--- src/sqvs_pkg.sv ---
// ----------------------------------------------------------------------------
// sqvs_pkg
// Shared constants for the square voice synthesizer and its divider.
// ----------------------------------------------------------------------------
package sqvs_pkg;

   localparam int VOICES     = 8;
   localparam int VIDX_W     = (VOICES > 1) ? $clog2(VOICES) : 1;
   localparam int VCNT_W     = $clog2(VOICES + 1);

   localparam int RATE_W     = 18;
   localparam logic [RATE_W-1:0] RATE_MIN   = 18'd200;
   localparam logic [RATE_W-1:0] RATE_MAX   = 18'd200000;
   localparam logic [RATE_W-1:0] RATE_RESET = 18'd44100;

   localparam int DIV_NUM_W  = 34;
   localparam int DIV_DEN_W  = 24;
   localparam int DIV_CNT_W  = $clog2(DIV_NUM_W + 1);
   localparam logic [DIV_DEN_W-1:0] MS_PER_S = 24'd1000;

   // The note length divides by 1000 as a shift by 3 and a multiplication
   // by the rounded-up reciprocal of 125, scaled by 2^38.
   localparam logic [31:0] RECIP_125 = 32'd2199023256;

   localparam logic REQ_NOTE = 1'b0;
   localparam logic REQ_TICK = 1'b1;

endpackage

--- src/sqvs_div.sv ---
// ----------------------------------------------------------------------------
// sqvs_div
// Unsigned restoring divider, one quotient bit per cycle.
// ----------------------------------------------------------------------------
module sqvs_div
   import sqvs_pkg::*;
(
   input  logic                 clock,
   input  logic                 reset,
   input  logic                 start,
   input  logic [DIV_NUM_W-1:0] dividend,
   input  logic [DIV_DEN_W-1:0] divisor,
   output logic                 done,
   output logic [DIV_NUM_W-1:0] quotient
);

   logic                 running_ff;
   logic                 done_ff;
   logic [DIV_CNT_W-1:0] count_ff;
   logic [DIV_DEN_W-1:0] rem_ff;
   logic [DIV_NUM_W-1:0] quo_ff;
   logic [DIV_DEN_W-1:0] den_ff;
   logic [DIV_DEN_W:0]   shifted;
   logic [DIV_DEN_W:0]   diff;
   logic                 fits;

   assign shifted  = {rem_ff, quo_ff[DIV_NUM_W-1]};
   assign diff     = shifted - {1'b0, den_ff};
   assign fits     = shifted >= {1'b0, den_ff};
   assign done     = done_ff;
   assign quotient = quo_ff;

   always_ff @(posedge clock) begin
      if (reset) begin
         running_ff <= 1'b0;
         done_ff    <= 1'b0;
         count_ff   <= '0;
      end else begin
         done_ff <= 1'b0;
         if (start) begin
            running_ff <= 1'b1;
            count_ff   <= '0;
            rem_ff     <= '0;
            quo_ff     <= dividend;
            den_ff     <= divisor;
         end else if (running_ff) begin
            rem_ff <= fits ? diff[DIV_DEN_W-1:0] : shifted[DIV_DEN_W-1:0];
            quo_ff <= {quo_ff[DIV_NUM_W-2:0], fits};
            if (count_ff == DIV_CNT_W'(DIV_NUM_W - 1)) begin
               running_ff <= 1'b0;
               done_ff    <= 1'b1;
            end else begin
               count_ff <= count_ff + 1'b1;
            end
         end
      end
   end

endmodule

--- src/square_voice_synth_with_slide.sv ---
// ----------------------------------------------------------------------------
// square_voice_synth_with_slide
// Polyphonic square-wave synthesizer with a linear period slide.
// A tick word steps the live voices and then retires idle voices from the top
// and drives the sample; a note word runs up to four divisions one after
// another on the shared divider.
// One word at a time; busy is high meanwhile. The result strobe is not stalled.
// Reset clears voice lifetimes and the voice count and loads 44100 Hz.
// ----------------------------------------------------------------------------
module square_voice_synth_with_slide
   import sqvs_pkg::*;
(
   input  logic               clock,
   input  logic               reset,
   input  logic               start,
   output logic               busy,
   input  logic               req_type,
   input  logic [15:0]        req_start_hz,
   input  logic [15:0]        req_end_hz,
   input  logic signed [15:0] req_level,
   input  logic [15:0]        req_duration_ms,
   output logic               rsp_strobe,
   output logic signed [19:0] rsp_sample,
   input  logic               csr_valid,
   output logic               csr_ready,
   input  logic [RATE_W-1:0]  csr_sample_rate
);

   typedef enum logic [3:0] {
      S_IDLE, S_SCAN, S_TTL, S_FULL, S_FTZ, S_PLAN, S_ADJT, S_ADJD, S_TICK, S_TRIM
   } state_type;

   state_type            state_ff;
   logic [RATE_W-1:0]    rate_ff;
   logic [VCNT_W-1:0]    in_use_ff;
   logic [VIDX_W-1:0]    idx_ff;
   logic [VIDX_W-1:0]    voice_ff;
   logic [23:0]          best_ff;
   logic                 wait_ff;
   logic [19:0]          sum_ff;
   logic                 strobe_ff;
   logic [19:0]          sample_ff;

   logic [15:0]          hza_ff;
   logic [15:0]          hzz_ff;
   logic [15:0]          amp_ff;
   logic [33:0]          prod_ff;
   logic [23:0]          ttl_ff;
   logic [17:0]          full_ff;
   logic [17:0]          ftz_ff;
   logic [17:0]          dmag_ff;
   logic                 dneg_ff;
   logic                 long_ff;
   logic [23:0]          adjt_ff;

   logic [23:0] phase_ff    [VOICES];
   logic [24:0] period_ff   [VOICES];
   logic [24:0] half_ff     [VOICES];
   logic [23:0] life_ff     [VOICES];
   logic [15:0] ampl_ff     [VOICES];
   logic [23:0] interval_ff [VOICES];
   logic [24:0] countdown_ff[VOICES];
   logic [24:0] step_ff     [VOICES];

   logic                 div_start;
   logic [DIV_NUM_W-1:0] div_num;
   logic [DIV_DEN_W-1:0] div_den;
   logic                 div_done;
   logic [DIV_NUM_W-1:0] div_quo;

   logic [15:0]          hza_in;
   logic [15:0]          hzz_in;
   logic [15:0]          dur_in;
   logic                 rate_ok;
   logic [62:0]          ttl_prod;
   logic [17:0]          quo_clamp;
   logic signed [18:0]   dtotal;
   logic [18:0]          dabs;
   logic [17:0]          mag_in;
   logic [24:0]          stepv_in;

   logic                 wrapped;
   logic                 low_half;
   logic [19:0]          amp20;
   logic [19:0]          out_in;
   logic [24:0]          cd_dec;
   logic                 reload;
   logic [24:0]          cd_in;
   logic [24:0]          per_in;
   logic [VIDX_W-1:0]    tail_idx;

   sqvs_div u_div (
      .clock    (clock),
      .reset    (reset),
      .start    (div_start),
      .dividend (div_num),
      .divisor  (div_den),
      .done     (div_done),
      .quotient (div_quo)
   );

   assign busy       = (state_ff != S_IDLE);
   assign csr_ready  = 1'b1;
   assign rsp_strobe = strobe_ff;
   assign rsp_sample = sample_ff;

   assign hza_in  = (req_start_hz == 16'd0) ? 16'd1 : req_start_hz;
   assign hzz_in  = (req_end_hz == 16'd0) ? 16'd1 : req_end_hz;
   assign dur_in  = (req_duration_ms == 16'd0) ? 16'd1 : req_duration_ms;
   assign rate_ok = (rate_ff >= RATE_MIN) && (rate_ff <= RATE_MAX);

   assign div_start = !wait_ff && ((state_ff == S_FULL) ||
                      (state_ff == S_FTZ) || (state_ff == S_ADJT) ||
                      (state_ff == S_ADJD));

   always_comb begin
      div_num = '0;
      div_den = MS_PER_S;
      case (state_ff)
         S_FULL: begin
            div_num = DIV_NUM_W'(rate_ff);
            div_den = DIV_DEN_W'(hza_ff);
         end
         S_FTZ: begin
            div_num = DIV_NUM_W'(rate_ff);
            div_den = DIV_DEN_W'(hzz_ff);
         end
         S_ADJT: begin
            div_num = DIV_NUM_W'(ttl_ff);
            div_den = DIV_DEN_W'(dmag_ff);
         end
         S_ADJD: begin
            div_num = DIV_NUM_W'(dmag_ff);
            div_den = long_ff ? ttl_ff : adjt_ff;
         end
         default: begin
            div_num = '0;
            div_den = MS_PER_S;
         end
      endcase
   end

   assign ttl_prod  = 63'(prod_ff[33:3]) * 63'(RECIP_125);
   assign quo_clamp = (div_quo < 34'd2) ? 18'd2 : div_quo[17:0];
   assign dtotal    = $signed({1'b0, ftz_ff}) - $signed({1'b0, full_ff});
   assign dabs      = dtotal[18] ? 19'(-dtotal) : 19'(dtotal);
   assign mag_in    = (div_quo[17:0] == 18'd0) ? 18'd1 : div_quo[17:0];
   assign stepv_in  = dneg_ff ? 25'(-{7'd0, mag_in}) : {7'd0, mag_in};

   assign wrapped  = $signed({2'b00, phase_ff[idx_ff]}) >=
                     $signed({period_ff[idx_ff][24], period_ff[idx_ff]});
   assign low_half = $signed({2'b00, phase_ff[idx_ff]}) <
                     $signed({half_ff[idx_ff][24], half_ff[idx_ff]});
   assign amp20    = {{4{ampl_ff[idx_ff][15]}}, ampl_ff[idx_ff]};
   assign out_in   = (wrapped || low_half) ? amp20 : 20'(-amp20);
   assign cd_dec   = countdown_ff[idx_ff] - 25'd1;
   assign reload   = cd_dec[24] || (cd_dec == 25'd0);
   assign cd_in    = cd_dec + {1'b0, interval_ff[idx_ff]};
   assign per_in   = period_ff[idx_ff] + step_ff[idx_ff];
   assign tail_idx = VIDX_W'(in_use_ff - 1'b1);

   always_ff @(posedge clock) begin
      if (reset) begin
         state_ff  <= S_IDLE;
         rate_ff   <= RATE_RESET;
         in_use_ff <= '0;
         idx_ff    <= '0;
         wait_ff   <= 1'b0;
         strobe_ff <= 1'b0;
         for (int i = 0; i < VOICES; i++) begin
            life_ff[i] <= '0;
         end
      end else begin
         strobe_ff <= 1'b0;
         if (csr_valid && csr_ready) begin
            rate_ff <= csr_sample_rate;
         end
         if (div_start) begin
            wait_ff <= 1'b1;
         end
         case (state_ff)
            S_IDLE: begin
               if (start) begin
                  hza_ff  <= hza_in;
                  hzz_ff  <= hzz_in;
                  amp_ff  <= req_level;
                  prod_ff <= 34'(dur_in) * 34'(rate_ff);
                  idx_ff  <= '0;
                  sum_ff  <= '0;
                  if (req_type == REQ_TICK) begin
                     state_ff <= S_TICK;
                  end else if (rate_ok) begin
                     if (in_use_ff < VCNT_W'(VOICES)) begin
                        voice_ff  <= VIDX_W'(in_use_ff);
                        in_use_ff <= in_use_ff + 1'b1;
                        state_ff  <= S_TTL;
                     end else begin
                        voice_ff <= '0;
                        best_ff  <= life_ff[0];
                        state_ff <= S_SCAN;
                     end
                  end
               end
            end
            S_SCAN: begin
               if (life_ff[idx_ff] == 24'd0) begin
                  voice_ff <= idx_ff;
                  state_ff <= S_TTL;
               end else begin
                  if (life_ff[idx_ff] < best_ff) begin
                     voice_ff <= idx_ff;
                     best_ff  <= life_ff[idx_ff];
                  end
                  if (idx_ff == VIDX_W'(VOICES - 1)) begin
                     state_ff <= S_TTL;
                  end else begin
                     idx_ff <= idx_ff + 1'b1;
                  end
               end
            end
            S_TTL: begin
               ttl_ff   <= ttl_prod[61:38];
               state_ff <= S_FULL;
            end
            S_FULL: begin
               if (div_done) begin
                  wait_ff                <= 1'b0;
                  full_ff                <= quo_clamp;
                  phase_ff[voice_ff]     <= '0;
                  life_ff[voice_ff]      <= ttl_ff;
                  ampl_ff[voice_ff]      <= amp_ff;
                  period_ff[voice_ff]    <= {7'd0, quo_clamp};
                  half_ff[voice_ff]      <= {8'd0, quo_clamp[17:1]};
                  interval_ff[voice_ff]  <= '0;
                  countdown_ff[voice_ff] <= '0;
                  step_ff[voice_ff]      <= '0;
                  state_ff <= (hza_ff == hzz_ff) ? S_IDLE : S_FTZ;
               end
            end
            S_FTZ: begin
               if (div_done) begin
                  wait_ff  <= 1'b0;
                  ftz_ff   <= quo_clamp;
                  state_ff <= S_PLAN;
               end
            end
            S_PLAN: begin
               dmag_ff <= dabs[17:0];
               dneg_ff <= dtotal[18];
               adjt_ff <= 24'd1;
               if ((dtotal == 19'sd0) || (ttl_ff == 24'd0)) begin
                  state_ff <= S_IDLE;
               end else if ({6'd0, dabs[17:0]} < ttl_ff) begin
                  long_ff  <= 1'b0;
                  state_ff <= S_ADJT;
               end else begin
                  long_ff  <= 1'b1;
                  state_ff <= S_ADJD;
               end
            end
            S_ADJT: begin
               if (div_done) begin
                  wait_ff  <= 1'b0;
                  adjt_ff  <= div_quo[23:0];
                  state_ff <= S_ADJD;
               end
            end
            S_ADJD: begin
               if (div_done) begin
                  wait_ff                <= 1'b0;
                  interval_ff[voice_ff]  <= adjt_ff;
                  countdown_ff[voice_ff] <= {1'b0, adjt_ff};
                  step_ff[voice_ff]      <= stepv_in;
                  state_ff               <= S_IDLE;
               end
            end
            S_TICK: begin
               if (VCNT_W'(idx_ff) >= in_use_ff) begin
                  idx_ff   <= tail_idx;
                  state_ff <= S_TRIM;
               end else begin
                  if (life_ff[idx_ff] != 24'd0) begin
                     sum_ff <= sum_ff + out_in;
                     if (wrapped) begin
                        phase_ff[idx_ff] <= '0;
                     end else begin
                        phase_ff[idx_ff] <= phase_ff[idx_ff] + 24'd1;
                     end
                     if (reload) begin
                        countdown_ff[idx_ff] <= cd_in;
                        period_ff[idx_ff]    <= per_in;
                        half_ff[idx_ff]      <= {per_in[24], per_in[24:1]};
                     end else begin
                        countdown_ff[idx_ff] <= cd_dec;
                     end
                     life_ff[idx_ff] <= life_ff[idx_ff] - 24'd1;
                  end
                  if (idx_ff == VIDX_W'(VOICES - 1)) begin
                     idx_ff   <= tail_idx;
                     state_ff <= S_TRIM;
                  end else begin
                     idx_ff <= idx_ff + 1'b1;
                  end
               end
            end
            S_TRIM: begin
               if ((in_use_ff != '0) && (life_ff[idx_ff] == 24'd0)) begin
                  in_use_ff <= in_use_ff - 1'b1;
                  idx_ff    <= idx_ff - 1'b1;
               end else begin
                  strobe_ff <= 1'b1;
                  sample_ff <= sum_ff;
                  state_ff  <= S_IDLE;
               end
            end
            default: begin
               state_ff <= S_IDLE;
            end
         endcase
      end
   end

endmodule

--- config.mk ---
export PLATFORM = sky130hd
export DESIGN_NAME = square_voice_synth_with_slide
export DESIGN_NICKNAME = d
export VERILOG_FILES = /design/src/sqvs_pkg.sv /design/src/sqvs_div.sv /design/src/square_voice_synth_with_slide.sv
export SDC_FILE = /design/constraint.sdc
export NUM_CORES = 2
export LEC_CHECK = 0
export ABC_CLOCK_PERIOD_IN_PS = 11400
export CORE_ASPECT_RATIO = 0.7
export CORE_MARGIN = 1.5
export CORE_UTILIZATION = 35
export DETAILED_ROUTE_END_ITERATION = 16
export DONT_BUFFER_PORTS = 1
export PLACE_DENSITY = 0.51
export RECOVER_POWER = 50
export SETUP_SLACK_MARGIN = 0.05
export SLEW_MARGIN = 10
export SYNTH_ARGS = -nofsm -noshare
export SYNTH_HDL_FRONTEND = slang
export SYNTH_SLANG_ARGS = --single-unit
export TNS_END_PERCENT = 50
--- constraint.sdc ---
create_clock -name clock -period 11.4 [get_ports clock]
set_clock_uncertainty 0.1 [all_clocks]
set_input_delay 1.71 -clock clock [delete_from_list [all_inputs] [get_ports clock]]
set_output_delay 1.71 -clock clock [all_outputs]
set_load 0.005 [all_outputs]
==> results.md <==
* Vias per Instance at 5.190
* Top area cells in the synthesized netlist: sky130_fd_sc_hd__edfxtp_1 49%, sky130_fd_sc_hd__fa_1 10%, sky130_fd_sc_hd__ha_1 8.8%
* Class of the tightest hold or removal check: reg -> reg
* Insertion delay to the later sink of the worst-skew pair at 0.87 ns
* Global-route wire length before repair at 399400 um
* Final setup TNS at 0 ns
* Post-synthesis sequential element count at 1678
* Number of standard cells after synthesis at 7350
* Via count of the first global-routing pass at 59886
* Initial core utilization at 0.3522
* Post-DR wirelength/cell at 23.77 um
* Number of sinks on the clock net at 1678
* Average footprint of a synthesized cell at 13.50 sq um
* Final count of negative-setup-slack endpoints at 0
* Buf/Inv on CP at 3
* Fmax at 109.3 MHz
* Transition time at the pin with the least slew margin at 4.362 ns
* Number of enable flip-flop cells after synthesis at 1636
* Top Family by Delay on Critical Path: buffers and inverters
* Clock tree root buffer cell: sky130_fd_sc_hd__clkbuf_16
* Worst slack at placement at 3.017 ns
* RSZ-0062 raised after global routing: no
* Area growth, synth to finish at 9.815%
* Share of synthesized flip-flops with an asynchronous set or reset at 0
* CTS clock-pin slew for the worst setup and hold paths at 0.06 ns
* Port-buffer cells at 0
* Detailed placer's ending HPWL at 187600 um
* Biggest area consumer among synthesized cells: sky130_fd_sc_hd__edfxtp_1
* Area taken by flip-flops and latches at 49980 sq um
* Max-slew violation total from the final report at 1013
* Detailed Route WL at 267800 um
* Hold-fix buffers at CTS at 0
* Status: finished with violations
* Worst setup path category: reg -> reg
* Post-DRT Antenna Nets at 0
* TritonCTS clock tree: done
* Cell seen most often among critical-path stages: sky130_fd_sc_hd__a21o_1
* Most numerous cell types in the synthesized netlist: 1636 x sky130_fd_sc_hd__edfxtp_1, 959 x sky130_fd_sc_hd__inv_1, 696 x sky130_fd_sc_hd__ha_1
* Part of the cycle the worst path needs at 0.8024
* Fraction of layout cells with a size suffix above 1 at 0.1115
* Post-route minimum period at 9.147 ns
* Post-Syn Area at 99260 sq um
* Data required time at the worst endpoint at 11.78 ns
* Global route total overflow at 0
* Number of buffers inserted by post-CTS setup repair at 0
* Die span in y at 448.5 um
* Data arrival, critical path at 9.53 ns
* DRC violations left at 0
* Largest net degree at the start of global routing at 81
* CTS H-tree depth at 4
* Cell at the slowest stage of the critical path: sky130_fd_sc_hd__clkbuf_1
* Worst-path cell chain: buf_12 > buf_12 > clkbuf_1 > mux2i_4 > nand3_2 > nand3b_1 > nor3_2 > xnor2_1 > ha_1 > a21o_1 > a21o_1 > a21o_1 > a21o_1 > a221oi_1 > o21ba_2 > a21boi_0 > nor2_1 > xor2_1 > o21ai_0
* Total CTS buffers at 175
* Global-route usage over all layers at 0.1858
* Buffer levels on the longest clock path at 4
* Crit-path max FO at 53
* Full die area at 286800 sq um
* Violations in the final reports: max-capacitance violations, max-slew violations
* Number of cells upsized or downsized after cts at 0
* Die extent in x at 639.5 um
* Placer Congestion at 0.8523
* Most used flip-flop cell after synthesis: sky130_fd_sc_hd__edfxtp_1
* Total Nets Final at 8634
* Num rows at 163
* Fin worst setup slack at 2.253 ns
* Sequential fraction of the synthesis area at 0.5034
* Synth Warn # at 0
* Final Hold Violating Endpoints at 0
* Standard cell core area at 281900 sq um
* Post-synth net total at 8647
* Worst rel slew slack at -1.908
* Filler cell count at 26667
* Multi-input logic area at 44310 sq um
* Type of destination of the critical path: register
* Synth top area share at 0.4950
* Netlist cell types at 99
* Critical Path Start Type: register
* Starting DRC count in detailed routing at 4769
* Count of maximum capacitance violations at 30
* Via count at 58467
* Biggest cell delay along the critical path at 1.83 ns
* Most used standard cell by instance count after synthesis: sky130_fd_sc_hd__edfxtp_1
* Length of the first detailed-routing pass in iterations at 6
* I/O pin cnt at 110
* Number of antenna violations at the first check in global routing at 11
==> per-layer routing <==
metal | GRT usage | part of all wire | vias up
met5 | 0 | 0 | -
met4 | 0.03400 | 0.018 | 0
met3 | 0.02950 | 0.062 | 300
met2 | 0.2782 | 0.43 | 1660
met1 | 0.2853 | 0.49 | 30223
li1 | - | - | 26284
==> worst reg2reg max path, stage by stage (launching register included) <==
cell,delay [ns]
sky130_fd_sc_hd__dfxtp_4,0.84
sky130_fd_sc_hd__buf_12,0.52
sky130_fd_sc_hd__buf_12,0.53
sky130_fd_sc_hd__clkbuf_1,1.86
sky130_fd_sc_hd__mux2i_4,0.58
sky130_fd_sc_hd__nand3_2,0.18
sky130_fd_sc_hd__nand3b_1,0.47
sky130_fd_sc_hd__nor3_2,0.54
sky130_fd_sc_hd__xnor2_1,0.18
sky130_fd_sc_hd__ha_1,0.37
sky130_fd_sc_hd__a21o_1,0.19
sky130_fd_sc_hd__a21o_1,0.17
sky130_fd_sc_hd__a21o_1,0.17
sky130_fd_sc_hd__a21o_1,0.17
sky130_fd_sc_hd__a221oi_1,0.52
sky130_fd_sc_hd__o21ba_2,0.24
sky130_fd_sc_hd__a21boi_0,0.11
sky130_fd_sc_hd__nor2_1,0.13
sky130_fd_sc_hd__xor2_1,0.07
sky130_fd_sc_hd__o21ai_0,0.91
==> stage by stage <==
step           utilization  hold WS, ns  area [sq um]  instances
2_1_floorplan            -       0.3334         99260       7350
3_3_place_gp        0.3681       0.3555        103700      10955
3_5_place_dp        0.3681       0.3556        103700      10955
4_1_cts             0.3875       0.3699        109200      11265
5_1_grt             0.3867       0.3793        109000      11266
6_report            0.3867       0.3647        109000      11266
==> worst paths after layout <==
check             start             endpoint  slack (ns)  cells past startpoint
min          sum_ff[17]       rsp_sample[17]        0.36                      0
max reg2reg    register  countdown_ff[5][20]        2.25                     19
max            register  countdown_ff[5][20]        2.25                     19
min reg2reg  sum_ff[17]       rsp_sample[17]        0.36                      0
==> flip-flops by register name, indices dropped and copies added, names as in the netlist, 31 cells and up, named ones only <==
signal / flops
countdown_ff: 200
step_ff: 200
half_ff: 192
interval_ff: 192
life_ff: 192
phase_ff: 192
ampl_ff: 128
u_div.quotient: 34
prod_ff: 31
==> layout make-up <==
| type | instances | area share |
|---|---|---|
| Sequential cell | 1678 | 0.4585 |
| Multi-Input combinational cell | 4390 | 0.4065 |
| Tap cell | 3795 | 0.04356 |
| Clock buffer | 214 | 0.04211 |
| Inverter | 968 | 0.03334 |
| Clock inverter | 96 | 0.008219 |
| Timing Repair Buffer | 124 | 0.007726 |
| Antenna cell | 1 | 0.00002296 |
==> placed cells by master, fill, tap and decap left out, types with 39 or more instances in the layout <==
master	instances
sky130_fd_sc_hd__edfxtp_1	1636
sky130_fd_sc_hd__fa_1	514
sky130_fd_sc_hd__nand2b_1	46
sky130_fd_sc_hd__o21ai_0	161
sky130_fd_sc_hd__ha_1	696
sky130_fd_sc_hd__nand2_1	366
sky130_fd_sc_hd__and3_1	74
sky130_fd_sc_hd__nand3_1	81
sky130_fd_sc_hd__inv_1	959
sky130_fd_sc_hd__buf_4	83
sky130_fd_sc_hd__a21oi_1	177
sky130_fd_sc_hd__mux2i_1	160
sky130_fd_sc_hd__a21o_1	102
sky130_fd_sc_hd__mux2_2	61
sky130_fd_sc_hd__xnor2_1	180
sky130_fd_sc_hd__and2_1	147
sky130_fd_sc_hd__nor2b_1	45
sky130_fd_sc_hd__nor3_1	83
sky130_fd_sc_hd__xor2_1	93
sky130_fd_sc_hd__clkbuf_1	73
sky130_fd_sc_hd__mux4_2	329
sky130_fd_sc_hd__dfxtp_1	39
sky130_fd_sc_hd__nor2_1	527
sky130_fd_sc_hd__clkbuf_16	178
sky130_fd_sc_hd__nor4_1	42
==> kinds of logic (layout without fill, tap and decap cells) <==
kind of cell    after synthesis  count (layout)  share of synthesized area
flops                      1678            1678                     0.5034
simple gates               1551            1551                    0.07453
buf+inv                    1282            1402                    0.05228
fa+ha+maj                  1210            1210                     0.1914
compound gates              779             779                    0.05325
mux                         576             576                     0.1010
xor+xnor                    273             273                    0.02409
other cells                   1               2                 0.00003778
Power is not shown: default switching activity piles up to over one toggle a cycle in this logic, so the estimate is an artifact.
